**src/wpm_pkg.sv**
```systemverilog
// ----------------------------------------------------------------------------
// wpm_pkg: shared types and constants for the wildcard pattern matcher
// Opcodes, wildcard bytes and the word that ripples down the cell chain.
// ----------------------------------------------------------------------------
package wpm_pkg;

  localparam int MAX_PATTERN_DEF = 128;

  typedef enum logic [1:0] {
    OP_CLEAR  = 2'd0,
    OP_APPEND = 2'd1,
    OP_TEXT   = 2'd2,
    OP_END    = 2'd3
  } op_t;

  localparam logic [7:0] CH_STAR = 8'h2A;
  localparam logic [7:0] CH_ANY  = 8'h3F;

  // One input word travelling along the chain, one cell per cycle while the chain advances.
  typedef struct packed {
    logic       vld;
    op_t        op;
    logic [7:0] ch;
    logic       carry;  // reachability entering this position from the left
    logic       done;   // append placed, or end position located
    logic       match;  // reachable bit of the end position, once located
  } wave_t;

endpackage

```
**src/wpm_tail.sv**
```systemverilog
// ----------------------------------------------------------------------------
// wpm_tail: end of the chain
// Holds the reachable bit of the full-length position and the overflow flag,
// and registers the result word for an end of text.
// ----------------------------------------------------------------------------
module wpm_tail (
  input  logic           clk,
  input  logic           rst,
  input  logic           adv,
  input  wpm_pkg::wave_t win,
  output logic           out_valid,
  input  logic           out_stall,
  output logic           is_match,
  output logic           pattern_overflow
);

  logic r;
  logic r_next;
  logic ovf;
  logic ovf_next;
  logic load;
  logic out_valid_next;
  logic match_now;

  always_comb begin
    r_next    = r;
    ovf_next  = ovf;
    load      = 1'b0;
    match_now = win.done ? win.match : r;
    if (win.vld) begin
      unique case (win.op)
        wpm_pkg::OP_CLEAR: begin
          ovf_next = 1'b0;
          r_next   = win.carry;
        end
        wpm_pkg::OP_APPEND: begin
          // no free position left: drop the byte
          if (!win.done) ovf_next = 1'b1;
          else r_next = win.carry;
        end
        wpm_pkg::OP_TEXT: begin
          r_next = win.carry;
        end
        wpm_pkg::OP_END: begin
          r_next = win.carry;
          load   = 1'b1;
        end
        default: begin
          r_next = r;
        end
      endcase
    end
  end

  always_comb begin
    out_valid_next = out_valid && out_stall;
    if (adv && load) out_valid_next = 1'b1;
  end

  always_ff @(posedge clk) begin
    if (rst) begin
      r         <= 1'b0;
      ovf       <= 1'b0;
      out_valid <= 1'b0;
    end else begin
      out_valid <= out_valid_next;
      if (adv) begin
        r   <= r_next;
        ovf <= ovf_next;
      end
    end
  end

  always_ff @(posedge clk) begin
    if (adv && load) begin
      is_match         <= match_now;
      pattern_overflow <= ovf;
    end
  end

endmodule

```
**config.mk**
```make
export PLATFORM = sky130hd
export DESIGN_NAME = wpm_tail
export DESIGN_NICKNAME = d
export VERILOG_FILES = /design/src/wpm_pkg.sv /design/src/wpm_tail.sv
export SDC_FILE = /design/constraint.sdc
export NUM_CORES = 1
export LEC_CHECK = 0
export BUFFER_PORTS_ARGS = -buffer_cell sky130_fd_sc_hd__buf_4
export CAP_MARGIN = 20
export CORE_AREA = 2 2 39 41
export DETAILED_ROUTE_END_ITERATION = 8
export DIE_AREA = 0 0 41 43
export PLACE_DENSITY = 0.48
export SLEW_MARGIN = 20
export SYNTH_ARGS = -nofsm -noshare
export SYNTH_HDL_FRONTEND = slang
export SYNTH_SLANG_ARGS = --single-unit
```
**constraint.sdc**
```tcl
create_clock -name clk -period 1.1 [get_ports clk]
set_clock_uncertainty 0.05 [all_clocks]
set_input_delay 0.11 -clock clk [delete_from_list [all_inputs] [get_ports clk]]
set_output_delay 0.11 -clock clk [all_outputs]
set_load 0.02 [all_outputs]
```
==> results by group <==
STA
  • Worst Hold Slack: 67.23 ps
  • Max_slew headroom: ~87%
  • Worst Tran Pin Value: roughly 200 ps
  • Final Critical Period: 911.2 ps
  • Final hold vios: 0
  • Endpoints failing setup: 0
  • Setup TNS: 0 ps
  • Pins Over Slew Limit: 0
  • Peak Freq: between 1000 and 1500 MHz
  • Fin crit share: 82.84%
  • RSZ-0062 raised after global routing: false

Critical path
  • Slowest cell on crit path: edfxtp_1
  • Crit. End Element: output port
  • Crit path buf inv count: 1
  • R2r setup slk: 250 ps
  • R2R cell count: 1
  • Crit path DAT: ~750 ps
  • Worst path depth: 1
  • Nature of the critical path startpoint: flop
  • Crit Path Class: flop to output port
  • Crit path from: is_match$_DFFE_PP_
  • Crit-path cells: buf_4
  • CP delay by family, top: flip-flops
  • Crit path largest cell delay: ~350 ps
  • Setup crit end: is_match
  • R2R Path End: is_match$_DFFE_PP_
  • RR Startpoint: r$_SDFFE_PP0P_
  • Crit-path max FO: 1
  • Worst Path Required: roughly 940 ps

Clock tree
  • Number of gates resized after CTS: 0
  • CTS tree: yes
  • H-tree Lvls: 1
  • CTS Buf Count: 3
  • Clock latency on the worst-skew pair: roughly 230 ps
  • Root Driver: clkbuf_4
  • CTS clk-pin slew, worst paths: 40 ps
  • Clock Tree Buf Depth: 2
  • CTS Sinks: 5

Logic synthesis
  • Sequential-to-total area share from yosys stat: 60.00%
  • Post-Syn Nets: 36
  • Post-synth EDFFs: 2
  • Mapped cell area: around 200 um^2
  • Syn avg cell area: about 11 um^2
  • Synthesized instance count: 18
  • Count leader, synth: dfxtp_1
  • Synth top area share: 30.00%
  • Yosys Warn Count: 0
  • Synth top area cells: dfxtp_1, edfxtp_1, mux2_2, a21oi_1, and4_2
  • Post-synth top cells: dfxtp_1, a21oi_1, edfxtp_1, nor2_1, nor3_1
  • Async S/R FF share, synth: 0%
  • Ys flop type: dfxtp_1
  • Dominant cell type by area after synthesis: dfxtp_1
  • Yosys cell types: 12
  • Synth Register Bits: 5

Die
  • Initial Util: around 14%
  • # rows: 14
  • Die area: roughly 1800 um^2
  • I/O pins: 21
  • Die W: roughly 41 um
  • Core area: approximately 1400 um^2
  • Die height: roughly 43 um

Placement
  • Hpwl dp: 373.4 um
  • PortBufs: 12
  • GP Congestion: approximately 0.7

Run
  • Max-cap viol count: 0

Detailed routing
  • Wire per inst: roughly 8.9 um
  • DRT Pass-1 Iters: 2
  • Routed wire length: 455 um
  • DRC: 0
  • DR vias/cell: 3.863
  • Routed vias: between 150 and 200
  • Post-route ant nets: 0
  • 1st-iter DRT viols: 1

GRT
  • GRT overflow: 0
  • Initial antenna violation count: 0
  • Largest net degree at the start of global routing: 5
  • GRT Total Usage: under 10%
  • First-pass GRT wire length: ~800 um
  • Vias in the first global route: 208

Cells and area
  • Antenna fix cells: 0
  • Layout cells sized above 1: slightly below 50%
  • NumNets Final: 54
  • Fill count: 155
  • Area Overhead vs Synth: 73.12%

Status
  • Status: finished, final reports clean

Power and ir drop
  • Power per cell area: 1327 nW/um^2
  • Leak pwr: 0.1433 nW
  • Power Total: 0.4598 mW
  • Worst VDD drop: about 0.3 mV

Hold path
  • Hold Crit Class: input port to flop
[metrics by stage]
step	cells	cell area (um^2)	utilization, %	worst slack [ps]
floorplan	18	200.2	-	270.1
global placement	46	310.3	22.42	138.6
detailed placement	46	310.3	22.42	127.1
CTS	51	346.6	25.05	176.0
global route	51	346.6	25.05	148.8
finish	51	346.6	25.05	188.8
[final cells by class]
class,instances,area (um^2),area share [%]
Multi-Input combinational cell,13,80.08,23.10
Sequential cell,5,120.1,34.66
Timing Repair Buffer,13,100.1,28.88
Clock buffer,4,26.28,7.581
Tap cell,16,20.02,5.776
[routing by layer]
metal | vias to the layer above | global-route usage [%] | wire [um]
met5 | - | 0 | 0
met2 | 7 | 9.688 | 213
met4 | 0 | 6.000 | 0
met3 | 0 | 1.571 | 28
met1 | 86 | 8.738 | 213
li1 | 104 | - | -
[cell usage in the layout, fill, tap and decap left out, drive strengths merged]
| cell | Yosys | layout |
|---|---|---|
| nor2 | 2 | 2 |
| dfxtp | 3 | 3 |
| edfxtp | 2 | 2 |
| nand2 | 1 | 1 |
| buf | 0 | 12 |
| nor3b | 1 | 1 |
| clkbuf | 0 | 4 |
| nor3 | 2 | 2 |
| and4 | 1 | 1 |
| dlygate4sd3 | 0 | 1 |
| a31oi | 1 | 1 |
| mux2 | 1 | 1 |
| o21ai | 1 | 1 |
| or3b | 1 | 1 |
| a21oi | 2 | 2 |
[state kept, by name (all words and copies together), names as in the netlist]
name              count
r                     1
ovf                   1
out_valid             1
is_match              1
pattern_overflow      1
[worst min-delay path by stage]
stage                   start              endpoint  cells past startpoint
global placement          rst        r$_SDFFE_PP0P_                      2
global route        out_stall  out_valid$_SDFF_PP0_                      3
detailed placement        rst        r$_SDFFE_PP0P_                      2
CTS                 out_stall  out_valid$_SDFF_PP0_                      3
floorplan                 rst        r$_SDFFE_PP0P_                      1
finish              out_stall  out_valid$_SDFF_PP0_                      3
[cells by family (layout without fill, tap and decap cells)]
kind of cell | after synthesis | count (layout) | synth area share, %
AOI/OAI and AO/OA | 4 | 4 | 10.62
muxes | 1 | 1 | 5.625
buffers and inverters | 0 | 17 | 0
DFF | 5 | 5 | 60.00
and+or+nand+nor | 8 | 8 | 23.75
[timing repair]
item,in CTS,in global routing
setup buffers,0,0
hold endpoints to repair,1,0
hold buffers,1,0
[report_power, final]
part	switching [mW]	internal (mW)
Sequential	0.00218	0.199
Combinational	0.0206	0.0341
Clock	0.0671	0.137
No activity file was read; power rests on OpenSTA's default activity.
