$ cat src/wpm_pkg.sv
// ----------------------------------------------------------------------------
// wpm_pkg: shared types and constants for the wildcard pattern matcher
// Opcodes, wildcard bytes and the word that ripples down the cell chain.
// ----------------------------------------------------------------------------
package wpm_pkg;

  localparam int MAX_PATTERN_DEF = 128;

  typedef enum logic [1:0] {
    OP_CLEAR  = 2'd0,
    OP_APPEND = 2'd1,
    OP_TEXT   = 2'd2,
    OP_END    = 2'd3
  } op_t;

  localparam logic [7:0] CH_STAR = 8'h2A;
  localparam logic [7:0] CH_ANY  = 8'h3F;

  // One input word travelling along the chain, one cell per cycle while the chain advances.
  typedef struct packed {
    logic       vld;
    op_t        op;
    logic [7:0] ch;
    logic       carry;  // reachability entering this position from the left
    logic       done;   // append placed, or end position located
    logic       match;  // reachable bit of the end position, once located
  } wave_t;

endpackage

$ cat src/wpm_cell.sv
// ----------------------------------------------------------------------------
// wpm_cell: one pattern position
// Holds one pattern byte, its used bit and its reachable bit, and updates
// them as a word passes, handing the word on to the next position.
// ----------------------------------------------------------------------------
module wpm_cell #(
  parameter logic R_INIT = 1'b0
) (
  input  logic           clk,
  input  logic           rst,
  input  logic           adv,
  input  wpm_pkg::wave_t win,
  output wpm_pkg::wave_t wout
);

  logic           used;
  logic           used_next;
  logic [7:0]     pat;
  logic [7:0]     pat_next;
  logic           r;
  logic           r_next;
  logic           star;
  logic           hit;
  wpm_pkg::wave_t wave_next;

  always_comb begin
    star      = used && (pat == wpm_pkg::CH_STAR);
    hit       = used && !star && ((pat == wpm_pkg::CH_ANY) || (pat == win.ch));
    used_next = used;
    pat_next  = pat;
    r_next    = r;
    wave_next = win;
    wave_next.carry = 1'b0;
    if (win.vld) begin
      unique case (win.op)
        wpm_pkg::OP_CLEAR: begin
          used_next = 1'b0;
          r_next    = win.carry;
        end
        wpm_pkg::OP_APPEND: begin
          if (!used && !win.done) begin
            // first free position takes the byte
            used_next       = 1'b1;
            pat_next        = win.ch;
            wave_next.done  = 1'b1;
            wave_next.carry = r && (win.ch == wpm_pkg::CH_STAR);
          end else if (!used) begin
            r_next = win.carry;
          end
        end
        wpm_pkg::OP_TEXT: begin
          r_next          = win.carry || (r && star);
          wave_next.carry = (r && hit) || (r_next && star);
        end
        wpm_pkg::OP_END: begin
          if (!used && !win.done) begin
            wave_next.done  = 1'b1;
            wave_next.match = r;
          end
          // rearm
          r_next          = win.carry;
          wave_next.carry = win.carry && star;
        end
        default: begin
          r_next = r;
        end
      endcase
    end
  end

  always_ff @(posedge clk) begin
    if (rst) begin
      used     <= 1'b0;
      r        <= R_INIT;
      wout.vld <= 1'b0;
    end else if (adv) begin
      used     <= used_next;
      r        <= r_next;
      wout.vld <= wave_next.vld;
    end
    if (adv) begin
      pat        <= pat_next;
      wout.op    <= wave_next.op;
      wout.ch    <= wave_next.ch;
      wout.carry <= wave_next.carry;
      wout.done  <= wave_next.done;
      wout.match <= wave_next.match;
    end
  end

endmodule

$ cat config.mk
export PLATFORM = sky130hd
export DESIGN_NAME = wpm_cell
export DESIGN_NICKNAME = d
export VERILOG_FILES = /design/src/wpm_pkg.sv /design/src/wpm_cell.sv
export SDC_FILE = /design/constraint.sdc
export NUM_CORES = 1
export LEC_CHECK = 0
export BUFFER_PORTS_ARGS = -buffer_cell sky130_fd_sc_hd__clkbuf_2
export CORE_MARGIN = 10
export CORE_UTILIZATION = 52
export DETAILED_ROUTE_END_ITERATION = 7
export HOLD_SLACK_MARGIN = 0.15
export PLACE_DENSITY = 0.77
export SETUP_SLACK_MARGIN = 0.5
export SLEW_MARGIN = 20
export SYNTH_ARGS = -nofsm -noshare
export SYNTH_HDL_FRONTEND = slang
export SYNTH_SLANG_ARGS = --single-unit
$ cat constraint.sdc
create_clock -name clk -period 4.8 [get_ports clk]
set_input_delay 0.24 -clock clk [delete_from_list [all_inputs] [get_ports clk]]
set_output_delay 0.24 -clock clk [all_outputs]
set_load 0.01 [all_outputs]
==> impl_metrics.json <==
{
  "clock-sinks": 24,
  "ctsResizeCount": 0,
  "start_kind": "register",
  "swShare_pct": 20.1,
  "placed_area_um2": 1190,
  "fin_tns_setup_ns": 0,
  "area_growth_pct": 30.8,
  "layout_min_cycle_time_ns": 1.72,
  "grt_pass1_vias": 776,
  "num_vias": 750,
  "clock_latency_ns": 0.31,
  "finalCritPeriodShare_pct": 35.8,
  "ys_seq_area_share_pct": 68.7,
  "drive_gt1_share_pct": 33.0,
  "first_iter_violations": 20,
  "die_h_um": 64.0,
  "cts_buffer_depth": 2,
  "max_stage_delay_ns": 0.56,
  "slew_viol_final": 0,
  "synthFlopType": "edfxtp_1",
  "startpoint": "used",
  "max_slew.worst_pin.slew_ns": 0.665,
  "status": "finished clean",
  "fill_cells": 115,
  "r2r_start": "used",
  "stdcell_area_um2": 1310,
  "first_pass_iters": 4,
  "yosys.area.top_type": "edfxtp_1",
  "avgRoutedWirePerCell_um": 15.9,
  "ir_drop_mv": 0.241,
  "synth_top_cell_area_share_pct": 62.8,
  "required_ns": 4.76,
  "numCtsBuffers": 3,
  "nets": 130,
  "core_region_area_um2": 1780,
  "drc": 0,
  "yosysMostFrequentCell": "edfxtp_1",
  "fin_ws_ns": 3.08,
  "cts.htree.levels": 1,
  "synth.top_cells.by_area": "edfxtp_1 (63%), xnor2_1 (7.0%), dfxtp_1 (6.0%)",
  "critPathSlowestCell": "nor3_2",
  "io_pins": 31,
  "grt_pass1_wl_mm": 3.69,
  "setup_violations": 0,
  "max_freq_ghz": 0.582,
  "start_util_pct": 56.4,
  "crit_chain": "or3b_4, nor3_2",
  "yosysWarnings": 0,
  "die_w_um": 64.0,
  "grt_max_degree": 16,
  "hp-class": "input port to register",
  "gp_congestion": 0.884,
  "end_kind": "register",
  "io_buffers": 30,
  "fp-row-count": 15,
  "path_max_fanout": 8,
  "dieArea_um2": 4090,
  "syn_area_um2": 1000,
  "antenna_left": 0,
  "track_usage_pct": 11.0,
  "ys_ff_latch": 24,
  "reg2reg_slack_ns": 3.08,
  "pwr_density_cell_nw_per_um2": 327,
  "arrival_ns": 1.68,
  "grt_antenna_before_repair": 0,
  "clkPwrFrac_pct": 33.2,
  "root_buffer": "clkbuf_4",
  "max-cap-violations": 0,
  "n_antenna_cell": 0,
  "finalWirelength_mm": 2.18,
  "hold_viol": 0,
  "holdCritStartpoint": "win[5]",
  "grt.overflow.total": 0,
  "rsz0062_at_grt": "false",
  "relSlewSlack_pct": 55.4,
  "pwr-share-seq_pct": 56.2,
  "synth_edf_count": 21,
  "dp_cells": 126,
  "p_int_w": 0.000343,
  "syn-instance-count": 71,
  "hold_ws_ns": 0.158,
  "cts_tree": "built",
  "clk_pin_slew_ns": 0.12,
  "via_per_inst": 5.47,
  "cts_hold_buf": 1,
  "avgSynthCellArea_um2": 14.2,
  "synthTopCellsByCount": "edfxtp_1 (21), xnor2_1 (8), nor3_1 (5), nand2_1 (4), nor2_1 (4)",
  "syn_nets": 88,
  "async_reset_ff_share_pct": 0,
  "critPathKind": "register to register",
  "synth_cell_types": 24,
  "combPwrFrac_pct": 10.5,
  "final_cells": 137,
  "p_sw_w": 0.0000864,
  "place_ws_ns": 2.70,
  "finalClockSkew_ns": 0.00126,
  "post_cts_buffers": 0,
  "dp_hpwl_mm": 1.59,
  "total_leakage_power_nw": 0.509
}
-- final timing paths --
path	to	depth (start not counted)
hold reg to reg	wout[13]	2
hold / removal	wout[5]	1
setup / recovery	pat[1]	2
setup reg to reg	pat[1]	2
-- cells in the final DEF, fill, tap and decap left out, types with 3 or more instances in the layout --
| cell type | count |
|---|---|
| clkbuf_2 | 30 |
| clkbuf_4 | 3 |
| dfxtp_1 | 3 |
| dlygate4sd3_1 | 7 |
| edfxtp_1 | 21 |
| nand2_1 | 4 |
| nand4_1 | 3 |
| nor2_1 | 4 |
| nor3_1 | 4 |
| xnor2_1 | 8 |
-- per-stage QoR --
stage / power, W / utilization, %
after floorplan: 0.000262 / -
final: 0.000430 / 73.7
after CTS: 0.000428 / 70.0
after detailed placement: 0.000287 / 66.5
after global routing: 0.000450 / 73.7
after global placement: 0.000286 / 66.5
-- cell families (layout without fill, tap and decap cells) --
kind of cell / after synthesis / in the layout / synth area share, %
buf+inv: 2 / 43 / 0.747
flops: 24 / 24 / 68.7
xor+xnor: 8 / 8 / 6.97
simple gates: 27 / 27 / 16.4
mux: 1 / 1 / 1.12
compound gates: 9 / 9 / 5.98
-- state kept, by name, summed over array words and instances, names as in the netlist --
signal	count
r	1
wout	14
pat	8
used	1
-- critical path, delay by kind of cell, from the launching register on --
family,cells,cell delay [ns]
flops,1,0.38
simple gates,2,0.99
-- final cells by class --
cell class | instances | area (um^2) | share of cell area [%]
multi-input combinational | 45 | 312 | 23.7
clock buffer | 3 | 22.5 | 1.71
tap | 25 | 31.3 | 2.38
inverter | 2 | 7.51 | 0.571
sequential | 24 | 691 | 52.6
clock inverter | 1 | 30.0 | 2.29
timing repair buffer | 37 | 220 | 16.8
-- power groups by stage --
stage               clock network (W)  registers (W)   logic, W
floorplan                           0       0.000251  0.0000115
global placement                    0       0.000246  0.0000399
detailed placement                  0       0.000246  0.0000405
CTS                          0.000145       0.000241  0.0000414
global route                 0.000157       0.000243  0.0000500
finish                       0.000143       0.000242  0.0000453
-- layer usage --
| metal | GRT usage (%) | vias to the layer above | share of wire [%] |
|---|---|---|---|
| li1 | - | 358 | - |
| met4 | 4.92 | 0 | 2.1 |
| met2 | 17.9 | 33 | 48 |
| met3 | 4.53 | 6 | 9.6 |
| met1 | 12.3 | 353 | 40 |
| met5 | 0 | - | 0 |
(Power assumes the default switching activity.)
